## config.mk

```make
export PLATFORM = sky130hd
export DESIGN_NAME = lzsf_ram
export DESIGN_NICKNAME = d
export VERILOG_FILES = /design/src/sv/lzsf_ram.sv
export SDC_FILE = /design/constraint.sdc
export NUM_CORES = 1
export LEC_CHECK = 0
export ABC_AREA = 1
export CAP_MARGIN = 20
export CELL_PAD_IN_SITES_DETAIL_PLACEMENT = 1
export CELL_PAD_IN_SITES_GLOBAL_PLACEMENT = 2
export CORE_UTILIZATION = 35
export CTS_CLUSTER_SIZE = 10
export DETAILED_ROUTE_END_ITERATION = 6
export DONT_BUFFER_PORTS = 1
export GPL_ROUTABILITY_DRIVEN = 1
export PLACE_DENSITY = 0.67
export SLEW_MARGIN = 10
export SYNTH_ARGS = -nofsm -noshare
export SYNTH_HDL_FRONTEND = slang
export SYNTH_SLANG_ARGS = --single-unit
```

## constraint.sdc

```tcl
create_clock -name clk_i -period 3.2 [get_ports clk_i]
set_input_delay 0.64 -clock clk_i [delete_from_list [all_inputs] [get_ports clk_i]]
set_output_delay 0.64 -clock clk_i [all_outputs]
set_load 0.01 [all_outputs]
```

## src/sv/lzsf_ram.sv

```systemverilog
// Generic single-write, single-read RAM with registered read data.
module lzsf_ram #(
  parameter int WIDTH = 8,
  parameter int DEPTH = 64
) (
  input  logic                                     clk_i,
  input  logic                                     we_i,
  input  logic [((DEPTH > 1) ? $clog2(DEPTH) : 1)-1:0] waddr_i,
  input  logic [WIDTH-1:0]                         wdata_i,
  input  logic                                     re_i,
  input  logic [((DEPTH > 1) ? $clog2(DEPTH) : 1)-1:0] raddr_i,
  output logic [WIDTH-1:0]                         rdata_o
);

  logic [WIDTH-1:0] mem [DEPTH];

  // Write port; read returns the old contents on a same-address write
  always_ff @(posedge clk_i) begin
    if (we_i) begin
      mem[waddr_i] <= wdata_i;
    end
    if (re_i) begin
      rdata_o <= mem[raddr_i];
    end
  end

endmodule

```

==> run summary <==
largest cells by area after synthesis: edfxtp_1 (73%), nand2_1 (11%), nand3_1 (10%), buf_6 (1.8%), nor2_1 (0.98%)
Yosys top cell by area: edfxtp_1
first-pass GRT wire length: 95.0 mm
synth warn: 0
post-CTS setup buffer count: 0
Placement Rows: 90
outcome: complete, no violations
# port buffers: 0
H-tree levels: 2
Placer Congestion: 0.763
DRC viols: 0
Netlist cell types: 15
vias: 13700
worst min-delay path class: in2reg
wire per inst: 24.4 µm
post-route cell area: 23700 µm²
Setup WS post-layout: 0.829 ns
Clock Path Buffers: 3
clk root buf: clkbuf_16
Power Dens Cells: 597 nW/µm²
WHS: 0.129 ns
WP buf/inv: 1
nets: 1828
Detailed Routing Iterations Pass 1: 5
dpl cell area: 22100 µm²
maximum vdd ir drop: 441 µV
final number of hold-violating endpoints: 0
chip width: 249 µm
CTS Buf Count: 59
synthesized area: 21400 µm²
Max Fanout on Critical Path: 9
Hold Buf Count CTS: 0
Layout Skew: 0.0123 ns
final core utilization: 0.392
final slew viol count: 0
Max-slew headroom: 0.361
setup TNS: 0 ns
crit path cell chain: inv_1 -> nand4_1 -> nor2_1
CTS clk-pin slew, worst paths: 0.06 ns
initial core utilization: 0.355
Diodes inserted: 0
Tcrit/Tclk final: 0.741
Detail Route Antenna Nets: 0
initial antenna violation count: 2
area of the multi-input gates: 4950 µm²
register cell area after layout: 15600 µm²
CORE AREA: 60400 µm²
RSZ-0062 raised after global routing: no
Max Cap Violations: 0
slowest stage delay, CP: 0.99 ns
cts repair resizes: 0
Top Ports: 31
crit path time final: 2.37 ns
largest net degree at the start of global routing: 258
final wirelength: 63.6 mm
Die Height: 249 µm
CP endpoint kind: register
Detailed Route Iter0 Violations: 1061
GRT Residual Overflow: 0
startpoint type of the worst setup path: input port
Worst Tran Pin Value: 0.956 ns
critical path type: in2reg
syn_nets: 1828
GRT Overall Usage: 0.206
Crit path max-delay family: simple AND/OR/NAND/NOR gates
syn avg cell area: 11.9 µm²
flops & latches, synth: 520
register area share after synthesis: 0.729
vias in the first global route: 14300
WP data required: 3.44 ns
Clock Sinks: 520
Pleak: 8.33 nW
achievable frequency: 422 MHz
CTS tree: yes
clock latency on the worst-skew pair: 0.62 ns
synth-to-layout area growth: 10.5%
cell count after synthesis: 1805
via/cell ratio: 5.26
post-synth top area share: 0.729
final count of negative-setup-slack endpoints: 0
share of cells above drive strength 1: 0.0637
Layout fillers: 6416
DP Wirelength: 35.4 mm
die area: 62200 µm²
critical path's slowest cell: nor2_1
CP arrival: 2.61 ns
dpl ws: 0.150 ns
## worst register-to-register path: cells and delay by family, from the launching register on
kind | cells | cell delay, ns
DFF | 1 | 0.36
and+or+nand+nor | 8 | 0.96
## registers in the layout, summed over array words and instances (netlist names)
| name | flops |
|---|---|
| mem | 512 |
| rdata_o | 8 |
## layout make-up
type / count / area share
clock buffer: 75 / 0.0667
timing repair buffer: 52 / 0.0202
sequential: 520 / 0.660
inverter: 12 / 0.00233
multi-input combinational: 1160 / 0.209
clock inverter: 3 / 0.000476
tap: 782 / 0.0413
## final timing paths
check	startpoint	endpoint	slack [ns]	cells past startpoint
worst max-delay path	waddr_i[0]	mem[46][2]	0.83	3
worst min-delay path	wdata_i[0]	mem[31][0]	0.13	0
worst max register to register	mem[5][6]	rdata_o[6]	1.65	8
worst min register to register	mem[20][5]	rdata_o[5]	0.92	8
## cell usage after synthesis
master,count
buf_6,35
clkbuf_1,15
edfxtp_1,520
nor2_1,56
inv_1,10
buf_1,10
buf_2,37
inv_2,1
inv_6,1
nand3_1,439
nand2_1,648
buf_4,14
buf_8,2
nand4_1,9
nor4_1,8
## layer usage
metal | global-route usage | vias up | part of all wire
met4 | 0.0422 | 0 | 0.015
met2 | 0.334 | 280 | 0.47
li1 | - | 6329 | -
met3 | 0.0413 | 65 | 0.057
met1 | 0.287 | 7034 | 0.46
met5 | 0 | - | 0
## cell families (layout without fill, tap and decap cells)
kind of cell / count (synthesis) / in the layout / share of synthesized area
simple gates: 1160 / 1160 / 0.231
flops: 520 / 520 / 0.729
buf+inv: 125 / 142 / 0.0401
## cell usage in the layout (no fill, tap or decap)
cell       instances
inv_2              1
edfxtp_1         520
nand4_1            9
nand2_1          648
nand3_1          439
buf_4             45
inv_8              1
inv_1              9
buf_12             7
clkbuf_16         61
nor2_1            56
inv_4              1
clkinv_1           3
clkbuf_1          14
nor4_1             8
## per-stage QoR
| stage | power (W) | instances |
|---|---|---|
| 3_5_place_dp | 0.00835 | 2526 |
| 5_1_grt | 0.0146 | 2604 |
| 4_1_cts | 0.0143 | 2604 |
| 2_1_floorplan | 0.00824 | 1805 |
| 3_3_place_gp | 0.00835 | 2526 |
| 6_report | 0.0141 | 2604 |
## power by group
part / switching [W] / total [W] / internal [W]
Combinational: 0.000424 / 0.000614 / 0.000189
Sequential: 0.0000326 / 0.00759 / 0.00756
Clock: 0.00254 / 0.00591 / 0.00337
Power figures use the tool's default switching activity.
