### src/sv/lzsf_pkg.sv
// Shared types and constants of the largest zero square finder.
package lzsf_pkg;

  // Field widths fixed by the data format
  localparam int SIDE_W   = 7;
  localparam int COUNT_W  = 13;
  localparam int COLCNT_W = 7;
  localparam int ROW_W    = 16;
  localparam int CFG_W    = 16;
  localparam int CFG_IDX_W = 1;

  // Saturation limits of the result fields
  localparam logic [SIDE_W-1:0]  SIDE_MAX  = 7'd127;
  localparam logic [COUNT_W-1:0] COUNT_MAX = 13'd8191;

  // Register reset values
  localparam logic [COLCNT_W-1:0] COLUMN_COUNT_RST = 7'd64;
  localparam logic [ROW_W-1:0]    ROW_COUNT_RST    = 16'd64;

  // Register indexes
  typedef enum logic [CFG_IDX_W-1:0] {
    CFG_COLUMN_COUNT = 1'b0,
    CFG_ROW_COUNT    = 1'b1
  } lzsf_cfg_idx_e;

  // Effective configuration: zero counts already read as one
  typedef struct packed {
    logic [COLCNT_W-1:0] column_count;
    logic [ROW_W-1:0]    row_count;
  } lzsf_cfg_t;

endpackage

### src/sv/lzsf_cfg_regs.sv
// Configuration registers with write decode and zero-count handling.
module lzsf_cfg_regs import lzsf_pkg::*; (
  input  logic                 clk_i,
  input  logic                 rst_ni,
  input  logic                 cfg_we_i,
  input  logic [CFG_IDX_W-1:0] cfg_index_i,
  input  logic [CFG_W-1:0]     cfg_data_i,
  output lzsf_cfg_t            cfg_o
);

  logic [COLCNT_W-1:0] column_count_q;
  logic [ROW_W-1:0]    row_count_q;

  // Decode and hold register writes
  always_ff @(posedge clk_i or negedge rst_ni) begin
    if (!rst_ni) begin
      column_count_q <= COLUMN_COUNT_RST;
      row_count_q    <= ROW_COUNT_RST;
    end else if (cfg_we_i) begin
      unique case (lzsf_cfg_idx_e'(cfg_index_i))
        CFG_COLUMN_COUNT: column_count_q <= cfg_data_i[COLCNT_W-1:0];
        CFG_ROW_COUNT:    row_count_q    <= cfg_data_i[ROW_W-1:0];
        default: ;
      endcase
    end
  end

  // Read a zero count as one
  assign cfg_o.column_count = (column_count_q == '0) ? COLCNT_W'(1) : column_count_q;
  assign cfg_o.row_count    = (row_count_q == '0) ? ROW_W'(1) : row_count_q;

endmodule

### config.mk
export PLATFORM = sky130hd
export DESIGN_NAME = lzsf_cfg_regs
export DESIGN_NICKNAME = d
export VERILOG_FILES = /design/src/sv/lzsf_pkg.sv /design/src/sv/lzsf_cfg_regs.sv
export SDC_FILE = /design/constraint.sdc
export NUM_CORES = 1
export LEC_CHECK = 0
export BUFFER_PORTS_ARGS = -buffer_cell sky130_fd_sc_hd__buf_2
export CAP_MARGIN = 25
export CORE_ASPECT_RATIO = 1.25
export CORE_UTILIZATION = 46
export DETAILED_ROUTE_END_ITERATION = 16
export GPL_TIMING_DRIVEN = 1
export PLACE_DENSITY = 0.81
export SLEW_MARGIN = 20
export SYNTH_ARGS = -nofsm -noshare
export SYNTH_HDL_FRONTEND = slang
export SYNTH_SLANG_ARGS = --single-unit
### constraint.sdc
create_clock -name clk_i -period 1.1 [get_ports clk_i]
set_input_delay 0.22 -clock clk_i [delete_from_list [all_inputs] [get_ports clk_i]]
set_output_delay 0.22 -clock clk_i [all_outputs]
set_load 0.01 [all_outputs]
==> flow_metrics.env <==
export IMPL_grt_max_degree=24
export IMPL_drc=0
export IMPL_start_kind="flop"
export IMPL_grt_use_total=0.198
export IMPL_drive_gt1_frac=0.706
export IMPL_final_cell_mix="buf_6 (36), buf_2 (23), dfrtp_1 (21)"
export IMPL_grt_setup_unrepaired="yes"
export IMPL_tightest_slew_ps=507
export IMPL_drt_iter0_drc=3
export IMPL_area_growth_syn_to_layout_pct=55.7
export IMPL_cap_violations=0
export IMPL_final_design_area_no_fill_um2=1610
export IMPL_cpMaxStageDelayCell="dfrtp_1"
export IMPL_finalPower_uw=2320
export IMPL_place_area_um2=1330
export IMPL_vias=735
export IMPL_synthMuxAreaShare=0.287
export IMPL_drtPass1Iterations=2
export IMPL_boundaryPins=43
export IMPL_overflow=0
export IMPL_p_leak_uw=0.000797
export IMPL_crit_chain="nor4_2, a41o_1, buf_2"
export IMPL_endpoint="cfg_o[0]"
export IMPL_worstPathMaxFanout=2
export IMPL_cts_reportedPaths_clkPinSlew_ps=120
export IMPL_synth_top_cell_area_share=0.508
export IMPL_syn_area_per_cell_um2=13.1
export IMPL_cts_root_buf="clkbuf_4"
export IMPL_maxSlewViolCount=0
export IMPL_avgViaCountPerCell=4.71
export IMPL_die_w_um=44.4
export IMPL_wirelength_um=2200
export IMPL_crit_start="row_count_q[7]"
export IMPL_htree_levels=1
export IMPL_internal_power_uw=1690
export IMPL_r2r_end="row_count_q[1]"
export IMPL_dp_hpwl_um=1510
export IMPL_antenna_found_initial=0
export IMPL_synthesis_area_um2=1030
export IMPL_yosys_area_share_simple=0.0448
export IMPL_p_per_area_nw_per_um2=1440
export IMPL_clock_fmax_mhz=648
export IMPL_fp_row_count=18
export IMPL_endpoint_kind="output pin"
export IMPL_synth_seq_area_share=0.559
export IMPL_yosys_warnings=0
export IMPL_dieArea_um2=2440
export IMPL_reg2reg_from="row_count_q[1]"
export IMPL_start_util=0.504
export IMPL_synthDistinctLibCells=15
export IMPL_num_antenna_cells=0
export IMPL_r2r_slack_ps=80
export IMPL_synth_adder_area_share=0
export IMPL_violations="negative setup slack"
export IMPL_synth_nets=99
export IMPL_switching_power_uw=623
export IMPL_status="finished, violations left"
export IMPL_vdd_drop_max_mv=1.13
export IMPL_skew_ps=0
export IMPL_post_route_min_period_ps=1540
export IMPL_coreArea_um2=2050
export IMPL_wire_per_inst_um=14.1
export IMPL_synth_xor_area_frac=0
export IMPL_synthTopCellsByArea="dfrtp_1 (51%), mux2_4 (15%), mux2_1 (8.7%)"
export IMPL_pwr_share_clk=0.164
export IMPL_hold_viol=0
export IMPL_gp_congestion=0.677
export IMPL_cp_arrival_ps=1320
export IMPL_clock_latency_ps=300
export IMPL_cts_sinks=23
export IMPL_seqPwrFrac=0.467
export IMPL_die_h_um=55.0
export IMPL_min_path_type="in2reg"
export IMPL_place_ws_ps=-110
export IMPL_fin_setup_tns_ps=-2270
export IMPL_synth_seq_cells=23
export IMPL_max_stage_delay_ps=410
export IMPL_crit_type="reg2out"
export IMPL_grt_pass1_vias=773
export IMPL_critPathRequiredTime_ps=880
export IMPL_synth_compound_area_frac=0.0169
export IMPL_cts_buffer_depth=2
export IMPL_numCtsBuffers=3
export IMPL_relSlewSlack=0.662
export IMPL_fin_crit_sh=1.40
export IMPL_swShare=0.269
export IMPL_port_buffers=42
export IMPL_cts_tree="yes"
export IMPL_synth_top_area_cell="dfrtp_1"
export IMPL_grt_pass1_wl_um=3420
export IMPL_synth_top_family_by_area="multiplexers"
export IMPL_antenna_left=0
export IMPL_fin_ws_ps=-442
export IMPL_ff2ff_path_depth=3
export IMPL_final_nets=147
export IMPL_synthesis_instances=79
export IMPL_setup_viol=21
export IMPL_whs_path_depth=2
export IMPL_layout_commonest_cell="buf_6"
export IMPL_p_comb_frac=0.369
[metrics by stage]
step / instances / util / hold slack [ps]
after floorplan: 79 / - / -75.6
after global placement: 145 / 0.647 / 207
after detailed placement: 145 / 0.647 / 208
after CTS: 154 / 0.776 / 112
after global routing: 156 / 0.785 / 119
final: 156 / 0.785 / 121
[per-layer routing]
metal  track usage  part of all wire  up-vias
li1              -                 -      347
met1         0.243              0.41      364
met2         0.368              0.56       22
met3        0.0195             0.030        2
met4        0.0606            0.0027        0
met5             0                 0        -
[cell type report]
| class | count | area, um^2 |
|---|---|---|
| flip-flops and latches | 23 | 578 |
| repair buffers | 66 | 588 |
| fillers | 121 | 440 |
| multi-input cells | 33 | 379 |
| well taps | 30 | 37.5 |
| clock buffers | 4 | 26.3 |
[cell usage after synthesis, drive strengths merged]
master	n
clkbuf	21
nand2	1
mux2	23
nor2b	1
nor3	1
dfstp	2
nor4	4
dfrtp	21
a21o	1
a41o	1
nor2	1
buf	2
[worst min path at each step]
stage                    from                 to  slack (ps)
3_5_place_dp           rst_ni  column_count_q[3]         210
2_1_floorplan          rst_ni  column_count_q[0]         -80
5_1_grt        cfg_data_i[14]    row_count_q[14]         120
3_3_place_gp           rst_ni  column_count_q[3]         210
4_1_cts        cfg_data_i[14]    row_count_q[14]         110
6_report       cfg_data_i[14]    row_count_q[14]         120
[kinds of logic after synthesis]
family	after synthesis
AOI/OAI and AO/OA	2
muxes	23
and+or+nand+nor	8
buffers and inverters	23
DFF	23
[state kept, by name, summed over array words and instances, names as in the netlist]
signal / cells
row_count_q: 16
column_count_q: 7
[critical path: cells and delay by family, from the launching register on]
kind,cells,cell delay [ps]
flip-flops,1,410
AND/OR/NAND/NOR,1,280
AO/OA/AOI/OAI,1,200
buffers and inverters,1,120
[power by group through the flow]
stage / clock network [uW] / logic (uW) / registers (uW)
after global routing: 418 / 915 / 1090
final: 379 / 854 / 1080
after floorplan: 0 / 328 / 1060
after global placement: 0 / 586 / 1060
after detailed placement: 0 / 595 / 1070
after CTS: 390 / 839 / 1080
[what timing repair did]
action	in CTS	in global routing
setup buffers	10	11
endpoints found under the hold margin	21	0
pin swaps	2	1
setup endpoints to repair	18	23
resized for setup	38	9
hold buffers	1	0
No activity file was read; power rests on OpenSTA's default activity.
