### config.mk
export PLATFORM = sky130hd
export DESIGN_NAME = lzsf_side_calc
export DESIGN_NICKNAME = d
export VERILOG_FILES = /design/src/sv/lzsf_pkg.sv /design/src/sv/lzsf_side_calc.sv
export SDC_FILE = /design/constraint.sdc
export NUM_CORES = 1
export LEC_CHECK = 0
export BUFFER_PORTS_ARGS = -buffer_cell sky130_fd_sc_hd__buf_2
export CORE_AREA = 2 2 45 47
export DETAILED_ROUTE_END_ITERATION = 8
export DIE_AREA = 0 0 47 49
export GPL_ROUTABILITY_DRIVEN = 1
export PLACE_DENSITY = 0.82
export SLEW_MARGIN = 20
export SYNTH_ARGS = -nofsm -noshare
export SYNTH_HDL_FRONTEND = slang
export SYNTH_SLANG_ARGS = --single-unit
### constraint.sdc
create_clock -name vclk -period 10.3
set_input_delay 2.06 -clock vclk [all_inputs]
set_output_delay 2.06 -clock vclk [all_outputs]
set_load 0.05 [all_outputs]
### src/sv/lzsf_pkg.sv
// Shared types and constants of the largest zero square finder.
package lzsf_pkg;

  // Field widths fixed by the data format
  localparam int SIDE_W   = 7;
  localparam int COUNT_W  = 13;
  localparam int COLCNT_W = 7;
  localparam int ROW_W    = 16;
  localparam int CFG_W    = 16;
  localparam int CFG_IDX_W = 1;

  // Saturation limits of the result fields
  localparam logic [SIDE_W-1:0]  SIDE_MAX  = 7'd127;
  localparam logic [COUNT_W-1:0] COUNT_MAX = 13'd8191;

  // Register reset values
  localparam logic [COLCNT_W-1:0] COLUMN_COUNT_RST = 7'd64;
  localparam logic [ROW_W-1:0]    ROW_COUNT_RST    = 16'd64;

  // Register indexes
  typedef enum logic [CFG_IDX_W-1:0] {
    CFG_COLUMN_COUNT = 1'b0,
    CFG_ROW_COUNT    = 1'b1
  } lzsf_cfg_idx_e;

  // Effective configuration: zero counts already read as one
  typedef struct packed {
    logic [COLCNT_W-1:0] column_count;
    logic [ROW_W-1:0]    row_count;
  } lzsf_cfg_t;

endpackage

### src/sv/lzsf_side_calc.sv
// Square side at one cell: zero if blocked, else one more than the smallest neighbour.
module lzsf_side_calc import lzsf_pkg::*; (
  input  logic              cell_bit_i,
  input  logic [SIDE_W-1:0] up_i,
  input  logic [SIDE_W-1:0] left_i,
  input  logic [SIDE_W-1:0] upper_left_i,
  output logic [SIDE_W-1:0] side_o
);

  logic [SIDE_W-1:0] min_ab;
  logic [SIDE_W-1:0] min_abc;
  logic [SIDE_W:0]   sum;

  // Three-way minimum, increment, saturate
  always_comb begin
    min_ab  = (up_i < left_i) ? up_i : left_i;
    min_abc = (min_ab < upper_left_i) ? min_ab : upper_left_i;
    sum     = {1'b0, min_abc} + (SIDE_W + 1)'(1);
    if (cell_bit_i) begin
      side_o = '0;
    end else if (sum > {1'b0, SIDE_MAX}) begin
      side_o = SIDE_MAX;
    end else begin
      side_o = sum[SIDE_W-1:0];
    end
  end

endmodule

==> flow_summary.ini, run 1 <==
[placed_design]
port_buffers = 29
place_ws_ns = 2.21
gp_congestion = 0.812
dpl.hpwl_um = 1820
post-place-cells = 172

[timing]
worst_slew_pin_slew_ns = 0.570
rsz0062_at_grt = false
slew_headroom = 0.620
slew_viol_final = 0
hold_violations = 0
timing.fmax_mhz = 123
fin_ws_ns = 2.19
fin_crit_sh = 0.787
setup_viol = 0
fin_setup_tns_ns = 0
min_period_ns = 8.11

[routing]
wl_um = 2060
wire_per_inst_um = 12.0
drtIter0Drc = 31
dr_total_vias = 946
postRouteAntennaNets = 0
post_drt_via_cell_ratio = 5.50
drc = 0
drt-pass1-iter-count = 4

[critical_path]
crit_slowest_cell = a21oi_4
critPathKind = in -> out
cp_cell_sequence = buf_2 -> ha_1 -> a21oi_1 -> o21ai_2 -> a21oi_4 -> mux2i_1 -> inv_1 -> ha_1 -> nand2_1 -> o21ai_0 -> nor2_1 -> o211a_4 -> nor2_4 -> nor2_1 -> a21oi_1 -> ha_1 -> nand2_1 -> o211ai_1 -> o2bb2ai_2 -> buf_2
worst_setup_path_end_kind = primary output
cp-start-kind = input port
cp_slowest_stage_delay_ns = 0.37
required_ns = 8.24
cp_max_fo = 15
crit_top_cell = ha_1
crit_arrival_ns = 6.05

[synthesis]
yosysSeqAreaShare = 0
netlist_instances = 119
yosysTopAreaCellShare = 0.186
synth_fp_nets = 154
yosysTopAreaCell = ha_1
syn_avg_cell_area_um2 = 7.35
synth_cell_types = 41
syn-cell-area_um2 = 875
synth_area_leaders = ha_1, inv_1, a21oi_1
yosysWarnings = 0

[floorplan]
dieHeight_um = 49
fp.dieW_um = 47
start_util = 0.475
fp-row-count = 16
dieArea_um2 = 2300
io_pins = 29
core_um2 = 1840

[clock_tree]
cts_resized = 0
hold_buffers = 0
cts_setup_buffers = 0

[power_and_ir_drop]
max-vdd-ir-drop_mv = 0.0478
finalPower_uw = 105
power.density_nw_per_um2 = 102
leakage_uw = 0.000496

[global_route]
grt_max_degree = 16
grt_util_all_layers = 0.199
grt_pass1_vias = 931
grt_overflow = 0
antenna_found_initial = 0
grt_pass1_wl_um = 3670

[layout]
flops_and_latches = 0
final_cell_count_no_fill = 172
seq_area_um2 = 0
syn_to_final_growth_pct = 17.9
nFillCells = 184
clkbuf_count = 0
multi_input_comb_area_um2 = 788
layout.nets = 182
layout-drive-gt1-share = 0.352
diodes = 0

[job]
max_cap_viol_count = 0

[outcome]
status = complete, no violations

[hold_path]
worst_hold_path_type = in -> out
-- cells by family (layout without fill, tap and decap cells) --
family / count (synthesis) / after routing / share of synthesized area
AOI/OAI and AO/OA: 46 / 46 / 0.412
xor gates and xnor gates: 1 / 1 / 0.0100
adders and majority gates: 13 / 13 / 0.186
buffers and inverters: 20 / 46 / 0.0987
muxes: 5 / 5 / 0.0644
and+or+nand+nor: 34 / 34 / 0.229
-- cells in the mapped netlist, drive strengths merged --
cell type,number
a21oi,14
nor4,2
o211a,1
a211o,1
nor2,6
buf,3
o31ai,1
nor3b,2
inv,17
o2bb2ai,1
o32a,1
ha,13
o21ba,1
a31oi,1
nand2,10
o21ai,14
nor2b,1
xor2,1
a211oi,4
o211ai,3
mux2,2
o21bai,1
a21o,2
mux2i,3
nand3,10
nand4,3
o21a,1
-- critical path: cells and delay by family --
family	cells	cell delay (ns)
AO/OA/AOI/OAI	8	1.67
adder cells (fa/ha/maj)	3	0.88
buffers and inverters	3	0.47
multiplexers	1	0.34
AND/OR/NAND/NOR	5	0.61
-- layer usage --
| layer | track usage | vias up | share of wire |
|---|---|---|---|
| met5 | 0 | - | 0 |
| met3 | 0.00370 | 4 | 0.035 |
| met1 | 0.236 | 424 | 0.43 |
| li1 | - | 493 | - |
| met2 | 0.379 | 25 | 0.52 |
| met4 | 0.0370 | 0 | 0.012 |
-- through the flow --
| step | hold slack [ns] | area, µm² | utilization |
|---|---|---|---|
| finish | 4.56 | 1030 | 0.560 |
| global route | 4.58 | 1030 | 0.560 |
| CTS | 4.56 | 1030 | 0.560 |
| detailed placement | 4.56 | 1030 | 0.560 |
| global placement | 4.55 | 1030 | 0.560 |
| floorplan | 4.50 | 875 | - |
-- final timing paths --
| path | end | depth (start not counted) | startpoint |
|---|---|---|---|
| min | side_o[0] | 3 | cell_bit_i |
| max | side_o[4] | 20 | up_i[6] |
-- power breakdown --
group | switching (µW) | internal (µW)
clock | 0 | 0
sequential | 0 | 0
combinational | 69.6 | 35.2
-- cells in the final DEF, fill, tap and decap left out, drive strengths merged --
cell / n
a211o: 1
a211oi: 4
a21o: 2
a21oi: 14
a31oi: 1
buf: 29
ha: 13
inv: 17
mux2: 2
mux2i: 3
nand2: 10
nand3: 10
nand4: 3
nor2: 6
nor2b: 1
nor3b: 2
nor4: 2
o211a: 1
o211ai: 3
o21a: 1
o21ai: 14
o21ba: 1
o21bai: 1
o2bb2ai: 1
o31ai: 1
o32a: 1
xor2: 1
-- layout make-up --
cell class,instances,share of cell area
Inverter,17,0.0619
Multi-Input combinational cell,99,0.765
Timing Repair Buffer,29,0.141
Tap cell,27,0.0328
Power figures use the tool's default switching activity.
==> inputs of run 2 (changes only) <==
--- a/config.mk
+++ b/config.mk
@@ -6,9 +6,9 @@
 export NUM_CORES = 1
 export LEC_CHECK = 0
 export BUFFER_PORTS_ARGS = -buffer_cell sky130_fd_sc_hd__buf_2
-export CORE_AREA = 2 2 45 47
+export CORE_AREA = 2 2 46 48
 export DETAILED_ROUTE_END_ITERATION = 8
-export DIE_AREA = 0 0 47 49
+export DIE_AREA = 0 0 48 50
 export GPL_ROUTABILITY_DRIVEN = 1
 export PLACE_DENSITY = 0.82
 export SLEW_MARGIN = 20
==> constraint.sdc (replaced) <==
create_clock -name vclk -period 6.7
set_input_delay 1.34 -clock vclk [all_inputs]
set_output_delay 1.34 -clock vclk [all_outputs]
set_load 0.05 [all_outputs]
==> run 2 against run 1 <==
  * Sequential share of layout area unchanged
  * Final area up 2.2%
  * Setup slack worse by 1.8 ns
  * Hold slack worse by 1.4 ns
  * Critical path type unchanged
  * Combinational power up 59%
  * Clock-buffer cell count unchanged
  * Critical endpoint unchanged
==> flow_summary.ini, run 2 (synthesis results as in run 1) <==
[critical_path]
required_ns = 5.36
cp-start-kind = input port
cp_cell_sequence = buf_2 -> inv_1 -> ha_1 -> a21oi_1 -> o21ai_2 -> a21oi_4 -> mux2i_1 -> inv_1 -> ha_1 -> o21a_1 -> nor2_1 -> o21ba_2 -> o32a_1 -> ha_1 -> nand2_1 -> o211ai_1 -> o2bb2ai_2 -> buf_2
critical-path-top-delay-family = compound AO/OA/AOI/OAI gates
critPathKind = in -> out
critPathBufInv = 4
cp_max_fo = 11
cp_slowest_stage_delay_ns = 0.35
worst_setup_path_end_kind = primary output
crit_slowest_cell = mux2i_1
crit_top_cell = ha_1
crit_arrival_ns = 4.99

[floorplan]
start_util = 0.460
core_um2 = 1900
dieHeight_um = 50
io_pins = 29
dieArea_um2 = 2400
fp.dieW_um = 48
fp-row-count = 16

[routing]
wire_per_inst_um = 13.0
dr_total_vias = 955
drtIter0Drc = 16
post_drt_via_cell_ratio = 5.46
postRouteAntennaNets = 0
drt-pass1-iter-count = 4
drc = 0
wl_um = 2270

[timing]
slew_headroom = 0.571
min_period_ns = 6.33
hold_violations = 0
setup_viol = 0
rsz0062_at_grt = false
slew_viol_final = 0
fin_crit_sh = 0.945
fin_setup_tns_ns = 0
timing.fmax_mhz = 158
worst_slew_pin_slew_ns = 0.641

[job]
max_cap_viol_count = 0

[power_and_ir_drop]
finalPower_uw = 167
power.density_nw_per_um2 = 159
power_switching_uw = 110
leakage_uw = 0.000511
comb_power_share = 1.000
sw_frac_of_total = 0.655
seqPwrFrac = 0
pwr-share-clk = 0
max-vdd-ir-drop_mv = 0.0884
p_int_uw = 57.7

[layout]
layout.nets = 185
final_common_cell = buf_2
seq_area_um2 = 0
layout-drive-gt1-share = 0.365
diodes = 0
nFillCells = 175
final_cell_mix = buf_2, inv_1, ha_1
multi_input_comb_area_um2 = 788
syn_to_final_growth_pct = 20.5
flops_and_latches = 0
clkbuf_count = 0

[placed_design]
gp_congestion = 0.925
dpl.hpwl_um = 1930
port_buffers = 29

[global_route]
grt_most_used_layer = met2
antenna_found_initial = 0
grt_pass1_vias = 968
grt_use_met3 = 0.00366
use_met1 = 0.293
grt_overflow = 0
grt_util_all_layers = 0.217
grt_max_degree = 16
met2_usage = 0.384
grt_pass1_wl_um = 4110

[hold_path]
worst_hold_path_type = in -> out

[clock_tree]
hold_buffers = 0

[outcome]
status = complete, no violations
-- run 2: layout make-up --
type               count  share of cell area
repair buffers        32               0.159
well taps             27              0.0321
inverters             17              0.0606
multi-input cells     99               0.748
-- run 2: per-stage QoR --
stage               hold slack, ns  worst slack (ns)  cells  area, µm²  utilization
floorplan                     3.06             0.243    119        875            -
global placement              3.11             0.416    173       1040        0.546
detailed placement            3.13             0.284    173       1040        0.546
CTS                           3.13             0.285    173       1040        0.546
global route                  3.17            0.0451    175       1050        0.554
finish                        3.13             0.367    175       1050        0.554
-- run 2: tightest hold or removal path, stage by stage --
cell and delay [ns]:
buf_2 0.21, a21oi_2 0.04, buf_2 0.20
-- run 2: layer usage --
layer  vias to the layer above  part of all wire
met5                         -                 0
met4                         0                 0
met3                         0             0.015
met2                        13              0.53
met1                       444              0.46
li1                        498                 -
-- run 2: worst paths after layout --
kind / endpoint / depth (start not counted) / slack, ns / start
worst max-delay path: side_o[4] / 18 / 0.37 / left_i[2]
worst min-delay path: side_o[1] / 3 / 3.13 / cell_bit_i
-- run 2: power groups by stage --
stage	combinational, µW	sequential [µW]	clock [µW]
2_1_floorplan	130	0	0
4_1_cts	163	0	0
5_1_grt	183	0	0
3_5_place_dp	163	0	0
3_3_place_gp	159	0	0
6_report	167	0	0
-- run 2: timing repair --
item	4_1_cts	5_1_grt
resized for setup	0	1
setup endpoints to repair	0	2
endpoints found under the hold margin	0	0
buffers inserted	0	2
==> inputs of run 3 (changes only) <==
--- a/config.mk
+++ b/config.mk
@@ -6,11 +6,13 @@
 export NUM_CORES = 1
 export LEC_CHECK = 0
 export BUFFER_PORTS_ARGS = -buffer_cell sky130_fd_sc_hd__buf_2
-export CORE_AREA = 2 2 46 48
+export CELL_PAD_IN_SITES_DETAIL_PLACEMENT = 0
+export CELL_PAD_IN_SITES_GLOBAL_PLACEMENT = 2
+export CORE_AREA = 2 2 61 63
 export DETAILED_ROUTE_END_ITERATION = 8
-export DIE_AREA = 0 0 48 50
+export DIE_AREA = 0 0 63 65
 export GPL_ROUTABILITY_DRIVEN = 1
-export PLACE_DENSITY = 0.82
+export PLACE_DENSITY = 0.83
 export SLEW_MARGIN = 20
 export SYNTH_ARGS = -nofsm -noshare
 export SYNTH_HDL_FRONTEND = slang
==> run 3 against run 2 <==
  * Clock-buffer cell count is the same
  * Setup slack worse by 0.056 ns
  * Critical endpoint unchanged
  * Critical path type unchanged
  * Combinational power increased by 3%
  * Non-clock buffer count rose by 3
  * Die area rose by 71%
  * First-iteration DRC count is 6.3% higher
  * Flip-flop and latch count is the same
==> flow_summary.ini, run 3 (synthesis results as in run 1) <==
[placed_design]
port_buffers = 29
place_ws_ns = 0.0805
dpl.hpwl_um = 2050
placed_cell_area_um2 = 1060
gp_congestion = 0.792

[routing]
wl_um = 2450
post_drt_via_cell_ratio = 4.81
drc = 0
postRouteAntennaNets = 0
drt-pass1-iter-count = 4
wire_per_inst_um = 12.3
dr_total_vias = 957
drtIter0Drc = 17

[floorplan]
fp.dieW_um = 63
core_um2 = 3500
fp-row-count = 22
dieHeight_um = 65
dieArea_um2 = 4100
io_pins = 29
start_util = 0.250

[global_route]
grt_util_all_layers = 0.118
grt_max_degree = 16
grt_overflow = 0
antenna_found_initial = 0
grt_pass1_vias = 899
grt_pass1_wl_um = 4110

[timing]
min_period_ns = 6.39
hold_violations = 0
fin_crit_sh = 0.953
fin_ws_ns = 0.312
timing.fmax_mhz = 157
hold_ws_ns = 3.12
worst_slew_pin_slew_ns = 0.615
setup_viol = 0
slew_headroom = 0.589
slew_viol_final = 0

[power_and_ir_drop]
max-vdd-ir-drop_mv = 0.0436
leakage_uw = 0.000523
power.density_nw_per_um2 = 155

[layout]
layout.nets = 188
flops_and_latches = 0
seq_area_um2 = 0
diodes = 0
final_cell_mix = buf_2, inv_1, ha_1
layout-drive-gt1-share = 0.384
final_area_um2 = 1110
final_common_cell = buf_2
clkbuf_count = 0
syn_to_final_growth_pct = 26.8

[hold_path]
worst_hold_path_type = in -> out

[critical_path]
cp_max_fo = 7
critPathKind = in -> out
worst_setup_path_end_kind = primary output
required_ns = 5.36
cp-start-kind = input port
crit_arrival_ns = 5.05

[job]
max_cap_viol_count = 0

[outcome]
status = complete, no violations
run 3: final timing paths:
path | endpoint | from | cells past startpoint | slack, ns
worst min-delay path | side_o[1] | cell_bit_i | 3 | 3.12
worst max-delay path | side_o[4] | left_i[2] | 19 | 0.31
run 3: repair_timing:
action,in CTS,in global routing
setup buffers,0,5
gates resized for setup,0,3
hold buffers,0,0
endpoints found under the setup margin,0,7
run 3: routing by layer:
metal | share of wire | track usage | routed length (µm)
met4 | 0 | 0 | 0
met1 | 0.49 | 0.166 | 1190
met2 | 0.47 | 0.211 | 1150
met3 | 0.043 | 0.00694 | 105
met5 | 0 | 0 | 0
run 3: area by class of cell:
| class | instances | area [µm²] |
|---|---|---|
| fillers | 398 | 2390 |
| inverters | 17 | 63.8 |
| multi-input cells | 99 | 792 |
| well taps | 48 | 60.1 |
| repair buffers | 35 | 193 |
run 3: stage by stage:
step                      std cells  setup TNS (ns)  total power (µW)  utilization
after floorplan                 119               0               130            -
after detailed placement        194               0               164        0.305
after CTS                       194               0               165        0.305
after global placement          194               0               162        0.305
after global routing            199        -0.00926               188        0.317
final                           199               0               172        0.317
run 3: power breakdown:
part	switching [µW]	total [µW]	internal, µW
logic	110	172	61.5
clock network	0	0	0
registers	0	0	0
total	110	172	61.5
run 3: critical path, cell delays in order:
cell	delay, ns
buf_2	0.10
inv_1	0.06
ha_1	0.29
a21oi_1	0.16
o21ai_2	0.10
a21oi_4	0.25
buf_4	0.19
mux2i_2	0.30
inv_1	0.12
ha_1	0.28
o21a_1	0.16
nor2_1	0.14
o21ba_2	0.26
o32a_1	0.31
ha_1	0.30
nand2_1	0.07
o211ai_1	0.22
o2bb2ai_2	0.12
buf_2	0.27
